### config.mk
export PLATFORM = sky130hd
export DESIGN_NAME = mpq_level
export DESIGN_NICKNAME = d
export VERILOG_FILES = /design/src/rtl/mpq_pkg.sv /design/src/rtl/mpq_level.sv
export SDC_FILE = /design/constraint.sdc
export NUM_CORES = 1
export LEC_CHECK = 0
export BUFFER_PORTS_ARGS = -buffer_cell sky130_fd_sc_hd__buf_2
export CAP_MARGIN = 20
export CORE_ASPECT_RATIO = 0.8
export CORE_MARGIN = 4
export CORE_UTILIZATION = 40
export DETAILED_ROUTE_END_ITERATION = 8
export GPL_TIMING_DRIVEN = 0
export PLACE_DENSITY = 0.65
export SETUP_SLACK_MARGIN = 0.4
export SYNTH_ARGS = -nofsm -noshare
export SYNTH_HDL_FRONTEND = slang
export SYNTH_SLANG_ARGS = --single-unit
export TNS_END_PERCENT = 1
### constraint.sdc
create_clock -name clk -period 2.9 [get_ports clk]
set_clock_uncertainty 0.2 [all_clocks]
set_input_delay 0.29 -clock clk [delete_from_list [all_inputs] [get_ports clk]]
set_output_delay 0.29 -clock clk [all_outputs]
set_load 0.01 [all_outputs]
### src/rtl/mpq_pkg.sv
// Shared constants, types and helpers for the multilevel priority queue.
package mpq_pkg;

  // Sizing of the queue.
  localparam int MAX_LEVELS  = 8;
  localparam int LEVEL_DEPTH = 16;
  localparam int ID_WIDTH    = 16;

  localparam int PTR_W  = $clog2(LEVEL_DEPTH);
  localparam int FILL_W = $clog2(LEVEL_DEPTH + 1);
  localparam int LIDX_W = (MAX_LEVELS > 1) ? $clog2(MAX_LEVELS) : 1;

  // Fixed field widths on the ports.
  localparam int CMD_W    = 2;
  localparam int PRIO_W   = 4;
  localparam int NLVL_W   = 4;
  localparam int TOTAL_W  = 8;
  localparam int LVLCNT_W = 5;
  localparam int STATUS_W = 2;
  localparam int PORT_ID_W = 16;

  // Input tdata layout: task_id, task_priority.
  localparam int IN_PRIO_LSB  = PORT_ID_W;
  localparam int IN_TDATA_W   = 24;

  // Output tdata layout: head_id, head_priority, all_empty, total_count,
  // level_count, status.
  localparam int OUT_PRIO_LSB   = PORT_ID_W;
  localparam int OUT_EMPTY_BIT  = OUT_PRIO_LSB + PRIO_W;
  localparam int OUT_TOTAL_LSB  = OUT_EMPTY_BIT + 1;
  localparam int OUT_LVLCNT_LSB = OUT_TOTAL_LSB + TOTAL_W;
  localparam int OUT_STATUS_LSB = OUT_LVLCNT_LSB + LVLCNT_W;
  localparam int OUT_USED_W     = OUT_STATUS_LSB + STATUS_W;
  localparam int OUT_TDATA_W    = 40;

  typedef logic [ID_WIDTH-1:0] id_t;
  typedef logic [PTR_W-1:0]    ptr_t;
  typedef logic [FILL_W-1:0]   fill_t;
  typedef logic [LIDX_W-1:0]   lidx_t;

  typedef enum logic [CMD_W-1:0] {
    CMD_ADD    = 2'd0,
    CMD_REMOVE = 2'd1,
    CMD_QUERY  = 2'd2
  } cmd_e;

  typedef enum logic [STATUS_W-1:0] {
    ST_OK    = 2'd0,
    ST_EMPTY = 2'd1,
    ST_RANGE = 2'd2,
    ST_FULL  = 2'd3
  } status_e;

  // Per-level update request.
  typedef struct packed {
    logic push;
    logic pop;
  } lvl_ctrl_t;

  // Per-level state seen by the selection logic.
  typedef struct packed {
    fill_t fill;
    fill_t fill_next;
    id_t   head_id_next;
  } lvl_stat_t;

  // Circular slot advance.
  function automatic ptr_t next_slot(input ptr_t s);
    ptr_t r;
    if (s == ptr_t'(LEVEL_DEPTH - 1)) r = '0;
    else r = s + ptr_t'(1);
    return r;
  endfunction

endpackage

### src/rtl/mpq_level.sv
// One priority level: a circular FIFO of task ids with its pointers and fill count.
module mpq_level (
  input  logic               clk,
  input  logic               rst,
  input  mpq_pkg::lvl_ctrl_t ctrl,
  input  mpq_pkg::id_t       push_id,
  output mpq_pkg::lvl_stat_t stat
);
  import mpq_pkg::*;

  id_t   slots [LEVEL_DEPTH];
  ptr_t  head, tail, head_next, tail_next;
  fill_t fill, fill_next;

  // Pointer and count updates for this transaction.
  always_comb begin
    head_next = ctrl.pop  ? next_slot(head) : head;
    tail_next = ctrl.push ? next_slot(tail) : tail;
    if (ctrl.push) begin
      fill_next = fill + fill_t'(1);
    end else if (ctrl.pop) begin
      fill_next = fill - fill_t'(1);
    end else begin
      fill_next = fill;
    end
  end

  // Head after the update; an add into an empty level is forwarded.
  always_comb begin
    stat.fill      = fill;
    stat.fill_next = fill_next;
    if (ctrl.push && (tail == head_next)) begin
      stat.head_id_next = push_id;
    end else begin
      stat.head_id_next = slots[head_next];
    end
  end

  // Control registers.
  always_ff @(posedge clk) begin
    if (rst) begin
      head <= '0;
      tail <= '0;
      fill <= '0;
    end else begin
      head <= head_next;
      tail <= tail_next;
      fill <= fill_next;
    end
  end

  // Task id storage.
  always_ff @(posedge clk) begin
    if (ctrl.push) begin
      slots[tail] <= push_id;
    end
  end

endmodule

## Yosys cells after proc, flatten, opt, wreduce, memory -nomap -nowiden

Memories as Yosys holds them, arrays and structs flattened.
Cells that the tools add are included.

- Input port bits: 20
- Logic and storage cells: 20
- Flip-flop bits (word level): 13
- Bits in latches: 0
- RAM bits: 256
- Output and inout bits: 26
- Memories kept: 1
- Memory bits (read-only): 0

Memories:

| memory | words | bits a word | rd ports | clocked after memory_dff | write ports | RTL line | source |
|---|---|---|---|---|---|---|---|
| slots | 16 | 16 | 1 | 0 | 1 | mpq_level.sv:11 | `id_t slots [LEVEL_DEPTH];` |

- Muxes and demuxes: 8
- Eq/ne operators: 3
- Shift operators: 0
- Reductions and logical operators: 1
- Add/subtract/negate cells: 4
- Multiply operators: 0
- Magnitude comparators: 0
- Bitwise logic cells: 0
- Divide/modulo/power cells: 0

Operators with widths:

| cell | number |
|---|---|
| 16-bit 2-to-1 mux | 1 |
| 4-bit 2-to-1 mux | 3 |
| 5-bit 2-to-1 mux | 2 |
| 4-bit by 1-bit adder with 4-bit output (second input constant) | 2 |
| 4-bit == test (second input constant) | 2 |
| 5-bit by 1-bit adder with 5-bit output (second input constant) | 1 |
| 5-bit by 1-bit subtractor with 5-bit output (second input constant) | 1 |
| 4-bit == test | 1 |
| 1-bit 2-to-1 mux | 2 |
| 1-bit logical AND | 1 |

## Logic depth before layout (Yosys ltp)

Gate-level depths: netlist of run 1.

- Word-level depth: 6
- Depth in mapped cells: 9
- Depth with buffers taken out: 7

## Worst setup path before layout of run 1

No wires, ideal clock.

- Kind: register -> output
- Start: reg head[1]
- End: out stat[15] (netlist name)
- Data arrival time: 2277 ps
- Required time: 2410 ps
- Buffers on the path: 1
- Cell stages (with the launch flop): 9
- Path slack: 133 ps
- Cell sequence: dfxtp_1 > ha_1 > nand4b_2 > nand3_4 > buf_2 > mux4_2 > nand2_1 > nand2_1 > a221o_1

RTL lines:

| element | RTL line | source |
|---|---|---|
| from (decl) | mpq_level.sv:12 | `ptr_t head, tail, head_next, tail_next;` |
| from (signal assigned) | mpq_level.sv:46 | `head <= head_next;` |
| to (decl) | mpq_level.sv:7 | `output mpq_pkg::lvl_stat_t stat` |

==> results of run 1 <==
[layer usage]
metal	vias to the layer above	wire, um	global-route usage
met5	-	0	0
met3	48	2474	0.03789
met1	4111	15240	0.2889
li1	3576	-	-
met4	0	691	0.04689
met2	303	15640	0.3146
[through the flow]
step                utilization  instance area (um2)  TNS (ns)  hold slack, ns
finish                   0.4840                14670    -7.949         0.02452
global route             0.4840                14670    -9.640        0.008097
CTS                      0.4734                14350    -8.255        0.001832
detailed placement       0.4313                13070    -6.155          0.3018
global placement         0.4310                13070    -7.117          0.2958
floorplan                     -                12330         0          0.1616
[cell families after synthesis]
family          share of synthesized area
fa+ha+maj                        0.007137
compound gates                     0.1063
mux                                0.1153
buf+inv                           0.02712
simple gates                      0.08678
xor+xnor                         0.009687
flops                              0.6477
[cells in the mapped netlist, types with 6 or more instances]
| master | number | area, um2 |
|---|---|---|
| edfxtp_1 | 256 | 7687 |
| and3_1 | 14 | 87.58 |
| buf_2 | 26 | 130.1 |
| nor2_1 | 63 | 236.5 |
| mux2i_1 | 39 | 390.4 |
| buf_1 | 6 | 22.52 |
| ha_1 | 7 | 87.58 |
| clkbuf_1 | 17 | 63.81 |
| xnor2_1 | 6 | 52.55 |
| nand2_1 | 78 | 292.8 |
| dfxtp_1 | 13 | 260.3 |
| buf_4 | 9 | 67.56 |
| mux2_2 | 25 | 281.5 |
| inv_1 | 7 | 26.28 |
| and2_1 | 17 | 106.4 |
| a21oi_1 | 49 | 245.2 |
| o311ai_0 | 21 | 183.9 |
| a22oi_1 | 11 | 82.58 |
| mux4_2 | 32 | 720.7 |
| nor3_1 | 38 | 190.2 |
| a211o_1 | 37 | 324.1 |
| a221o_1 | 16 | 160.2 |
[final timing paths]
check,slack [ns],cells past startpoint,from,end
max,-0.58,11,head[0]$_SDFF_PP0_,stat[1]
min,0.02,1,push_id[14],slots[2][14]$_DFFE_PP_
max reg2reg,0.49,2,tail[0]$_SDFFE_PP0P_,slots[11][15]$_DFFE_PP_
min reg2reg,0.39,2,fill[4]$_SDFF_PP0_,fill[4]$_SDFF_PP0_
[power groups by stage]
stage	Sequential [mW]	Combinational (mW)	Clock, mW
2_1_floorplan	4.43	0.637	0
3_3_place_gp	4.43	1.00	0
3_5_place_dp	4.43	1.01	0
4_1_cts	4.35	1.07	3.36
5_1_grt	4.35	1.20	3.53
6_report	4.35	1.11	3.33
[registers in the layout, summed over array words and instances (netlist names)]
name / cells
slots: 256
fill: 5
head: 4
tail: 4
[cell type report]
class	count	share of cell area
plain buffers	60	0.03199
clock inverters	19	0.006738
inverters	7	0.001791
repair buffers	82	0.04214
well taps	413	0.03523
flip-flops and latches	269	0.5423
multi-input cells	513	0.2893
clock buffers	33	0.05049
[repair_timing]
item | CTS | global route
pin swaps | 9 | 13
hold buffers | 17 | 0
resized for setup | 59 | 54
gates cloned | 0 | 3
endpoints found under the hold margin | 206 | 0
buffers inserted | 5 | 10
endpoints found under the setup margin | 16 | 34
==> metrics.md, run 1 <==
| Metric | Value |
|---|---|
| Final ANT Viol Nets | 0 |
| IO buf count | 44 |
| Pre-CTS WS | -0.5661 ns |
| Drt via density | 5.758 |
| Tcrit/Tclk final | 1.199 |
| Finished Layout Cells | 1396 |
| Initial drt markers | 911 |
| Warnings from Yosys | 0 |
| Core Footprint | 0.03031 mm2 |
| NetSw | 2.185 mW |
| Wire length per cell | 24.39 um |
| Htree depth | 1 |
| Root Buffer Master | clkbuf_16 |
| Final setup margin | -0.5761 ns |
| Overflow after GRT | 0 |
| Top delay family on crit path | compound AO/OA/AOI/OAI gates |
| Synthesized flop and latch total | 269 |
| Area of the multi-input gates | 0.004244 mm2 |
| Peak VDD IR | 0.4083 mV |
| Final hold violations | 0 |
| Switching share of power | 0.2486 |
| Avg Cell Area, Syn | 14.45 um2 |
| Power per cell area | 599.3 mW/mm2 |
| Worst slew pin tran | 1.151 ns |
| Commonest non-fill, non-tap cell in the layout | edfxtp_1 |
| PnR Total Power | 8.791 mW |
| Storage element area | 0.007955 mm2 |
| Gr usage total | 0.1993 |
| Max_cap viols | 0 |
| Worst setup SP type | flip-flop |
| Comb pwr share | 0.127 |
| Period minus WS final | 3.476 ns |
| Prevailing post-synth register cell | edfxtp_1 |
| Crit path cell chain | ha_4 > and3_4 > buf_8 > buf_4 > clkbuf_16 > nor3_1 > a211o_1 > a22oi_1 > and3_1 > a221o_1 > buf_2 |
| Fmax | 287.7 MHz |
| Crit Path Category | flip-flop to output pin |
| Drt first pass iters | 5 |
| CP peak stage delay | 0.39 ns |
| Gpl congestion | 0.8598 |
| Drt total wl | 34.05 mm |
| Pins Over Slew Limit | 0 |
| Clk pwr share | 0.379 |
| Synth Instances | 849 |
| RSZ-0062 raised after global routing | yes |
| Seq pwr share | 0.495 |
| Vias in the first global route | 7970 |
| CP required | 2.41 ns |
| Die area | 0.03356 mm2 |
| Pint | 6.605 mW |
| First-pass GRT wire length | 50.11 mm |
| Initial Util | 0.4048 |
| Synth async-reset ratio | 0 |
| Clk_lat worst skew | 0.54 ns |
| Post-synthesis sequential area ratio | 0.6477 |
| Placed cell count | 1308 |
| Max Buffers Root-to-Sink | 3 |
| Syn Nets | 876 |
| Layout net count | 989 |
| Post-synth EDFFs | 256 |
| Fillcell total | 2593 |
| Number of I/O pins | 46 |
| Slowest cell on crit path | dfxtp_4 |
| Relative slew slack | 0.2328 |
| Post-Syn Area | 0.01227 mm2 |
| Site Rows | 57 |
| Crit path DAT | 2.99 ns |
| Initial antenna violation count | 0 |
| Static Leakage | 5.240 nW |
| Status | finished with violations |
| Setup violators final | 16 |
| Clock-pin slew on the worst setup and hold paths | 0.06 ns |
| Post-DP HPWL | 21.79 mm |
| Clk sinks | 269 |
| Violated checks | setup timing |
| Area growth syn-to-layout | 19.55% |
| Most frequent cells in the layout | 256 x edfxtp_1, 73 x nand2_1, 63 x nor2_1, 63 x buf_2, 44 x a21oi_1 |
| Hold Path Class | input pin to flip-flop |
| Die W | 203.8 um |
| Antenna diodes | 0 |
| Residual DRC count | 0 |
| Synth cell types | 55 |
| CTS tree | done |
| Die H | 164.7 um |
| CP Buf/Inv Count | 4 |
| Crit. End Element | output pin |
| Via count | 8038 |
| CTS Buf Count | 29 |
| Largest net degree at the start of global routing | 18 |
| Crit-path max FO | 8 |
| Share of layout cells above drive strength 1 | 0.2614 |
Power figures use the tool's default switching activity.
==> run 2: changes to the inputs <==
--- a/config.mk
+++ b/config.mk
@@ -5,6 +5,7 @@
 export SDC_FILE = /design/constraint.sdc
 export NUM_CORES = 1
 export LEC_CHECK = 0
+export ABC_AREA = 1
 export BUFFER_PORTS_ARGS = -buffer_cell sky130_fd_sc_hd__buf_2
 export CAP_MARGIN = 20
 export CORE_ASPECT_RATIO = 0.8
==> metrics.md, run 2 <==
| Metric | Value |
|---|---|
| Setup violators final | 16 (unchanged) |
| Crit path DAT | 2.54 ns (was 2.99 ns) |
| Via count | 9119 (was 8038) |
| Hold WS | -0.007548 ns (was 0.02452 ns) |
| Max Buffers Root-to-Sink | 3 (unchanged) |
| Slowest cell on crit path | dfxtp_4 (unchanged) |
| Site Rows | 57 (unchanged) |
| Met3 Resource Use GR | 0.06773 (was 0.03789) |
| List of most frequent post-synthesis cells | 273 x nand3_1, 256 x edfxtp_1, 203 x nand2_1 (was 256 x edfxtp_1, 78 x nand2_1, 63 x nor2_1) |
| Period minus WS final | 3.033 ns (was 3.476 ns) |
| Avg Cell Area, Syn | 10.57 um2 (was 14.45 um2) |
| Met2 Use GR | 0.3110 (was 0.3146) |
| Gpl congestion | 0.9255 (was 0.8598) |
| Number of I/O pins | 46 (unchanged) |
| Pre-CTS WS | -0.07788 ns (was -0.5661 ns) |
| Post-DP HPWL | 23.68 mm (was 21.79 mm) |
| Max_cap viols | 0 (unchanged) |
| Drt via density | 5.320 (was 5.758) |
| Relative slew slack | 0.6241 (was 0.2328) |
| Warnings from Yosys | 0 (unchanged) |
| First-pass GRT wire length | 50.94 mm (was 50.11 mm) |
| IO buf count | 43 (was 44) |
| Status | finished with violations (unchanged) |
| Drt total wl | 35.50 mm (was 34.05 mm) |
| Prevailing post-synth register cell | edfxtp_1 (unchanged) |
| Die H | 164.6 um (was 164.7 um) |
| Post-synth top area share | 0.6267 (was 0.6265) |
| CP peak stage delay | 0.37 ns (was 0.39 ns) |
| Post-synth EDFFs | 256 (unchanged) |
| Max FFs per register | 256 (unchanged) |
| Top delay family on crit path | simple AND/OR/NAND/NOR gates (was compound AO/OA/AOI/OAI gates) |
| Most frequent cells in the layout | 262 x nand3_1, 256 x edfxtp_1, 184 x nand2_1, 177 x inv_1, 96 x nand3b_1 (was 256 x edfxtp_1, 73 x nand2_1, 63 x nor2_1, 63 x buf_2, 44 x a21oi_1) |
| Storage element area | 0.007954 mm2 (was 0.007955 mm2) |
| Vias in the first global route | 8619 (was 7970) |
| Pins Over Slew Limit | 0 (unchanged) |
| Biggest register | slots (unchanged) |
| Peak VDD IR | 0.4704 mV (was 0.4083 mV) |
| Gr usage total | 0.2034 (was 0.1993) |
| Violated checks | hold timing, setup timing (was setup timing) |
| Clock-pin slew on the worst setup and hold paths | 0.07 ns (was 0.06 ns) |
| Die area | 0.03355 mm2 (was 0.03356 mm2) |
| Hold Path Class | input pin to flip-flop (unchanged) |
| Initial Util | 0.4047 (was 0.4048) |
| Clk_lat worst skew | 0.56 ns (was 0.54 ns) |
| Post-synthesis sequential area ratio | 0.6479 (was 0.6477) |
| PnR Total Power | 9.260 mW (was 8.791 mW) |
| Post-Syn Area | 0.01227 mm2 (about the same) |
| Final ANT Viol Nets | 0 (unchanged) |
| Syn Nets | 1187 (was 876) |
| Crit-path max FO | 6 (was 8) |
| Area contributors post-synth | edfxtp_1 63%, nand3_1 11%, nand2_1 6.2% (was edfxtp_1 63%, mux4_2 5.9%, mux2i_1 3.2%) |
| Cell with the most instances after synthesis | nand3_1 (was edfxtp_1) |
| Clk sinks | 269 (unchanged) |
| Wire length per cell | 20.71 um (was 24.39 um) |
| Synth cell types | 30 (was 55) |
| Met1 Use GR | 0.2801 (was 0.2889) |
| Synthesized flop and latch total | 269 (unchanged) |
| Fillcell total | 2654 (was 2593) |
| Htree depth | 1 (unchanged) |
| Initial drt markers | 1047 (was 911) |
| Area of the multi-input gates | 0.003570 mm2 (was 0.004244 mm2) |
| Hold_sp | push_id[4] (was push_id[14]) |
| Core Footprint | 0.03031 mm2 (unchanged) |
| Largest net degree at the start of global routing | 18 (unchanged) |
| Drt first pass iters | 6 (was 5) |
| Post-synth top area cell | edfxtp_1 (unchanged) |
| Overflow after GRT | 0 (unchanged) |
| Synth Instances | 1160 (was 849) |
| Antenna diodes | 0 (unchanged) |
| Commonest non-fill, non-tap cell in the layout | nand3_1 (was edfxtp_1) |
| CP Launch Point | head[0]$_SDFF_PP0_ (unchanged) |
| Tcrit/Tclk final | 1.046 (was 1.199) |
| Die W | 203.8 um (about the same) |
| Final hold violations | 12 (was 0) |
| Crit. End Element | output pin (unchanged) |
| Final setup margin | -0.1334 ns (was -0.5761 ns) |
| Largest regs | slots: 256 flops, fill: 5 flops (unchanged) |
| CTS tree | done (unchanged) |
| Most used routing layer | met2 (unchanged) |
| Area growth syn-to-layout | 23.56% (was 19.55%) |
| Share of layout cells above drive strength 1 | 0.1952 (was 0.2614) |
| Final Util | 0.5001 (was 0.4840) |
| Crit path cell chain | ha_4 > nand4_1 > buf_6 > nand2_8 > xor2_4 > nor3_4 > buf_6 > nand2_8 > buf_12 > nand2_4 > nand2_4 > buf_6 (was ha_4 > and3_4 > buf_8 > buf_4 > clkbuf_16 > nor3_1 > a211o_1 > a22oi_1 > and3_1 > a221o_1 > buf_2) |
| Static Leakage | 6.138 nW (was 5.240 nW) |
| Residual DRC count | 0 (unchanged) |
| Root Buffer Master | clkbuf_16 (unchanged) |
| CP required | 2.41 ns (about the same) |
| Synth async-reset ratio | 0 (unchanged) |
| Fmax | 329.7 MHz (was 287.7 MHz) |
| Initial antenna violation count | 0 (unchanged) |
| CTS Buf Count | 27 (was 29) |
| Layout net count | 1308 (was 989) |
| RR Startpoint | tail[0]$_SDFFE_PP0P_ (unchanged) |
| Crit Path Category | flip-flop to output pin (unchanged) |
| CP Buf/Inv Count | 4 (unchanged) |
| Worst setup SP type | flip-flop (unchanged) |
| Critical Path Most Common Cell | buf_6 |
| RSZ-0062 raised after global routing | yes (unchanged) |
| Setup slack, reg-to-reg | 0.79 ns (was 0.49 ns) |
| Power per cell area | 610.9 mW/mm2 (was 599.3 mW/mm2) |
| Worst slew pin tran | 0.5639 ns (was 1.151 ns) |
| Setup TNS | -1.652 ns (was -7.949 ns) |
-- run 2: power by group --
part	internal (mW)	switching, mW
combinational	0.517	0.867
sequential	4.31	0.0216
clock	2.03	1.52
total	6.85	2.41
-- run 2: cells by family (layout without fill, tap and decap cells) --
| group | after synthesis | count (layout) | synth area share |
|---|---|---|---|
| AOI/OAI and AO/OA | 13 | 13 | 0.006834 |
| xor gates and xnor gates | 7 | 7 | 0.006528 |
| adders and majority gates | 7 | 7 | 0.007140 |
| buffers and inverters | 252 | 393 | 0.08201 |
| DFF | 269 | 269 | 0.6479 |
| and+or+nand+nor | 612 | 612 | 0.2496 |
-- run 2: stage by stage --
step / std cells / cell area (um2)
floorplan: 1160 / 12270
global placement: 1616 / 13000
detailed placement: 1632 / 13300
CTS: 1704 / 14710
global route: 1714 / 15160
finish: 1714 / 15160
-- run 2: path summary, 6_finish.rpt --
kind | cells past startpoint | to
worst max-delay path | 12 | stat[5]
worst min-delay path | 1 | slots[7][4]$_DFFE_PP_
worst max register to register | 5 | slots[0][5]$_DFFE_PP_
worst min register to register | 2 | tail[2]$_SDFFE_PP0P_
-- run 2: timing repair --
item,4_1_cts,5_1_grt
endpoints found under the hold margin,241,0
endpoints found under the setup margin,16,17
gates resized for setup,108,112
pin swaps,5,10
cloned,0,3
hold buffers,18,0
setup buffers,5,7
-- run 2: final cells by class --
| class | count | area share |
|---|---|---|
| Clock inverter | 20 | 0.01288 |
| Inverter | 182 | 0.04507 |
| Multi-Input combinational cell | 639 | 0.2355 |
| Tap cell | 413 | 0.03409 |
| Clock buffer | 29 | 0.04639 |
| Timing Repair Buffer | 92 | 0.05630 |
| Buffer | 70 | 0.04499 |
| Sequential cell | 269 | 0.5248 |
-- run 2: layer usage --
metal | wire length (um) | vias up
met2 | 15320 | 522
met1 | 14360 | 4354
met3 | 4953 | 75
met5 | 0 | -
li1 | - | 4168
met4 | 866 | 0
==> run 3: changes to the inputs <==
--- a/config.mk
+++ b/config.mk
@@ -15,6 +15,7 @@
 export GPL_TIMING_DRIVEN = 0
 export PLACE_DENSITY = 0.65
 export SETUP_SLACK_MARGIN = 0.4
+export SKIP_LAST_GASP = 1
 export SYNTH_ARGS = -nofsm -noshare
 export SYNTH_HDL_FRONTEND = slang
 export SYNTH_SLANG_ARGS = --single-unit
==> metrics.md, run 3 (synthesized netlist as in run 2, its figures left out) <==
| Metric | Value |
|---|---|
| Drt first pass iters | 5 (was 6) |
| Fmax | 328.5 MHz (was 329.7 MHz) |
| Worst slew pin tran | 0.5592 ns (was 0.5639 ns) |
| Violated checks | hold timing, setup timing (unchanged) |
| Drt total wl | 35.27 mm (was 35.50 mm) |
| Slowest cell on crit path | dfxtp_4 (unchanged) |
| Peak VDD IR | 0.4711 mV (was 0.4704 mV) |
| Static Leakage | 6.118 nW (was 6.138 nW) |
| Largest net degree at the start of global routing | 18 (unchanged) |
| Max Buffers Root-to-Sink | 3 (unchanged) |
| Placed Instance Area | 0.01330 mm2 (unchanged) |
| Commonest non-fill, non-tap cell in the layout | nand3_1 (unchanged) |
| Tcrit/Tclk final | 1.050 (was 1.046) |
| Setup slack, reg-to-reg | 0.79 ns (about the same) |
| First-pass GRT wire length | 50.86 mm (was 50.94 mm) |
| Via count | 9089 (was 9119) |
| Initial Util | 0.4047 (unchanged) |
| Path depth of the worst reg2reg path | 5 (unchanged) |
| CTS Buf Count | 27 (unchanged) |
| Share of layout cells above drive strength 1 | 0.1908 (was 0.1952) |
| Final Cell Area | 0.01511 mm2 (was 0.01516 mm2) |
| Final setup margin | -0.1440 ns (was -0.1334 ns) |
| Crit path cell chain | ha_4 > nand4_1 > buf_6 > nand2_8 > xor2_4 > nor3_4 > buf_6 > nand2_8 > buf_12 > nand2_4 > nand2_4 > buf_6 (unchanged) |
| Overflow after GRT | 0 (unchanged) |
| Pins Over Slew Limit | 0 (unchanged) |
| Met3 wire length | 4.470 mm (was 4.953 mm) |
| Fillcell total | 2650 (was 2654) |
| Die area | 0.03355 mm2 (unchanged) |
| Clk_lat worst skew | 0.56 ns (about the same) |
| Initial drt markers | 1119 (was 1047) |
| Critical Path Most Common Cell | buf_6 (unchanged) |
| Wire length on met2 | 15.18 mm (was 15.32 mm) |
| Worst setup SP type | flip-flop (unchanged) |
| CTS tree | done (unchanged) |
| Pre-CTS WS | -0.07788 ns (unchanged) |
| Core Footprint | 0.03031 mm2 (unchanged) |
| Hold depth | 1 (unchanged) |
| Max_cap viols | 0 (unchanged) |
| Clk sinks | 269 (unchanged) |
| Status | finished with violations (unchanged) |
| Htree depth | 1 (unchanged) |
| Root Buffer Master | clkbuf_16 (unchanged) |
| Site Rows | 57 (unchanged) |
| Hold EP | slots[6][4]$_DFFE_PP_ (was slots[7][4]$_DFFE_PP_) |
| Number of I/O pins | 46 (unchanged) |
| Crit path DAT | 2.55 ns (was 2.54 ns) |
| Final hold violations | 1 (was 12) |
| IO buf count | 43 (unchanged) |
| Hold_sp | push_id[4] (unchanged) |
| Gpl congestion | 0.9255 (unchanged) |
| Crit-path max FO | 6 (unchanged) |
| Most frequent cells in the layout | 266 x nand3_1, 256 x edfxtp_1, 183 x nand2_1, 177 x inv_1, 96 x nand3b_1 (was 262 x nand3_1, 256 x edfxtp_1, 184 x nand2_1, 177 x inv_1, 96 x nand3b_1) |
| Wire length per cell | 20.59 um (was 20.71 um) |
| Initial antenna violation count | 0 (unchanged) |
| Clock-pin slew on the worst setup and hold paths | 0.07 ns (about the same) |
| Crit. End Element | output pin (unchanged) |
| Power per cell area | 611.9 mW/mm2 (was 610.9 mW/mm2) |
| CP required | 2.41 ns (about the same) |
| Residual DRC count | 0 (unchanged) |
| Period minus WS final | 3.044 ns (was 3.033 ns) |
| Max FFs per register | 256 (unchanged) |
| Gr usage total | 0.2030 (was 0.2034) |
| Hold WS | -0.0001271 ns (was -0.007548 ns) |
| CP peak stage delay | 0.37 ns (about the same) |
| Area growth syn-to-layout | 23.14% (was 23.56%) |
| Crit Path Category | flip-flop to output pin (unchanged) |
| Top Metal Used | met4 (unchanged) |
| PnR Total Power | 9.243 mW (was 9.260 mW) |
| Final Util | 0.4984 (was 0.5001) |
| Final ANT Viol Nets | 0 (unchanged) |
| Post-DP HPWL | 23.68 mm (unchanged) |
| Wl on met1 | 14.71 mm (was 14.36 mm) |
| Largest regs | slots: 256 flops, fill: 5 flops (unchanged) |
| Die W | 203.8 um (unchanged) |
| Worst reg2reg endpoint | slots[0][5]$_DFFE_PP_ (unchanged) |
| Setup violators final | 16 (unchanged) |
| Hold Path Class | input pin to flip-flop (unchanged) |
| RR Startpoint | tail[0]$_SDFFE_PP0P_ (unchanged) |
| Vias in the first global route | 8574 (was 8619) |
| Antenna diodes | 0 (unchanged) |
| Layout net count | 1307 (was 1308) |
| Drt via density | 5.306 (was 5.320) |
| RSZ-0062 raised after global routing | yes (unchanged) |
| Die H | 164.6 um (unchanged) |
| Relative slew slack | 0.6272 (was 0.6241) |
| Biggest register | slots (unchanged) |
run 3: critical path: cells and delay by family, from the launching register on:
kind                     cells  cell delay (ns)
buffers and inverters        4             0.63
AND/OR/NAND/NOR              6             0.64
adder cells (fa/ha/maj)      1             0.17
flip-flops                   1             0.37
XOR/XNOR                     1             0.17
run 3: layout make-up:
type                       count  area, um2  area share
sequential                   269       7953      0.5265
inverter                     182      683.2     0.04522
tap                          413      516.7     0.03421
timing repair buffer          91      833.3     0.05516
buffer                        70      669.4     0.04431
clock inverter                20      195.2     0.01292
multi-input combinational    639       3552      0.2352
clock buffer                  29      703.2     0.04655
run 3: through the flow:
stage               hold slack [ns]  cells  setup TNS [ns]
global placement             0.2832   1616         -0.5262
global route               0.004440   1713          -2.569
floorplan                    0.1889   1160               0
CTS                       0.0006420   1704          -2.385
detailed placement           0.3126   1632         -0.5237
finish                   -0.0001271   1713          -1.733
run 3: how the worst max path moves through the flow:
stage | from | to | slack (ns) | cells past startpoint
floorplan | head[0]$_SDFF_PP0_ | stat[2] | 0.70 | 12
global placement | head[0]$_SDFF_PP0_ | stat[5] | -0.08 | 13
detailed placement | head[0]$_SDFF_PP0_ | stat[5] | -0.08 | 13
CTS | head[0]$_SDFF_PP0_ | stat[6] | -0.17 | 13
global route | head[0]$_SDFF_PP0_ | stat[5] | -0.19 | 13
finish | head[0]$_SDFF_PP0_ | stat[5] | -0.14 | 12
run 3: metal layers:
| metal | track usage | vias to the layer above |
|---|---|---|
| met5 | 0 | - |
| met4 | 0.05670 | 0 |
| met3 | 0.06773 | 66 |
| met2 | 0.3093 | 516 |
| met1 | 0.2802 | 4342 |
| li1 | - | 4165 |
run 3: report_power, final:
part / switching [mW] / internal (mW) / leakage [nW]
clock network: 1.52 / 2.03 / 0.445
registers: 0.0216 / 4.31 / 2.42
logic: 0.861 / 0.503 / 3.25
total: 2.41 / 6.84 / 6.12
run 3: repair_timing:
action / 4_1_cts / 5_1_grt
setup buffers: 5 / 6
pin swaps: 5 / 10
resized for setup: 93 / 118
endpoints found under the hold margin: 241 / 0
endpoints found under the setup margin: 16 / 17
gates cloned: 0 / 3
hold buffers: 18 / 0
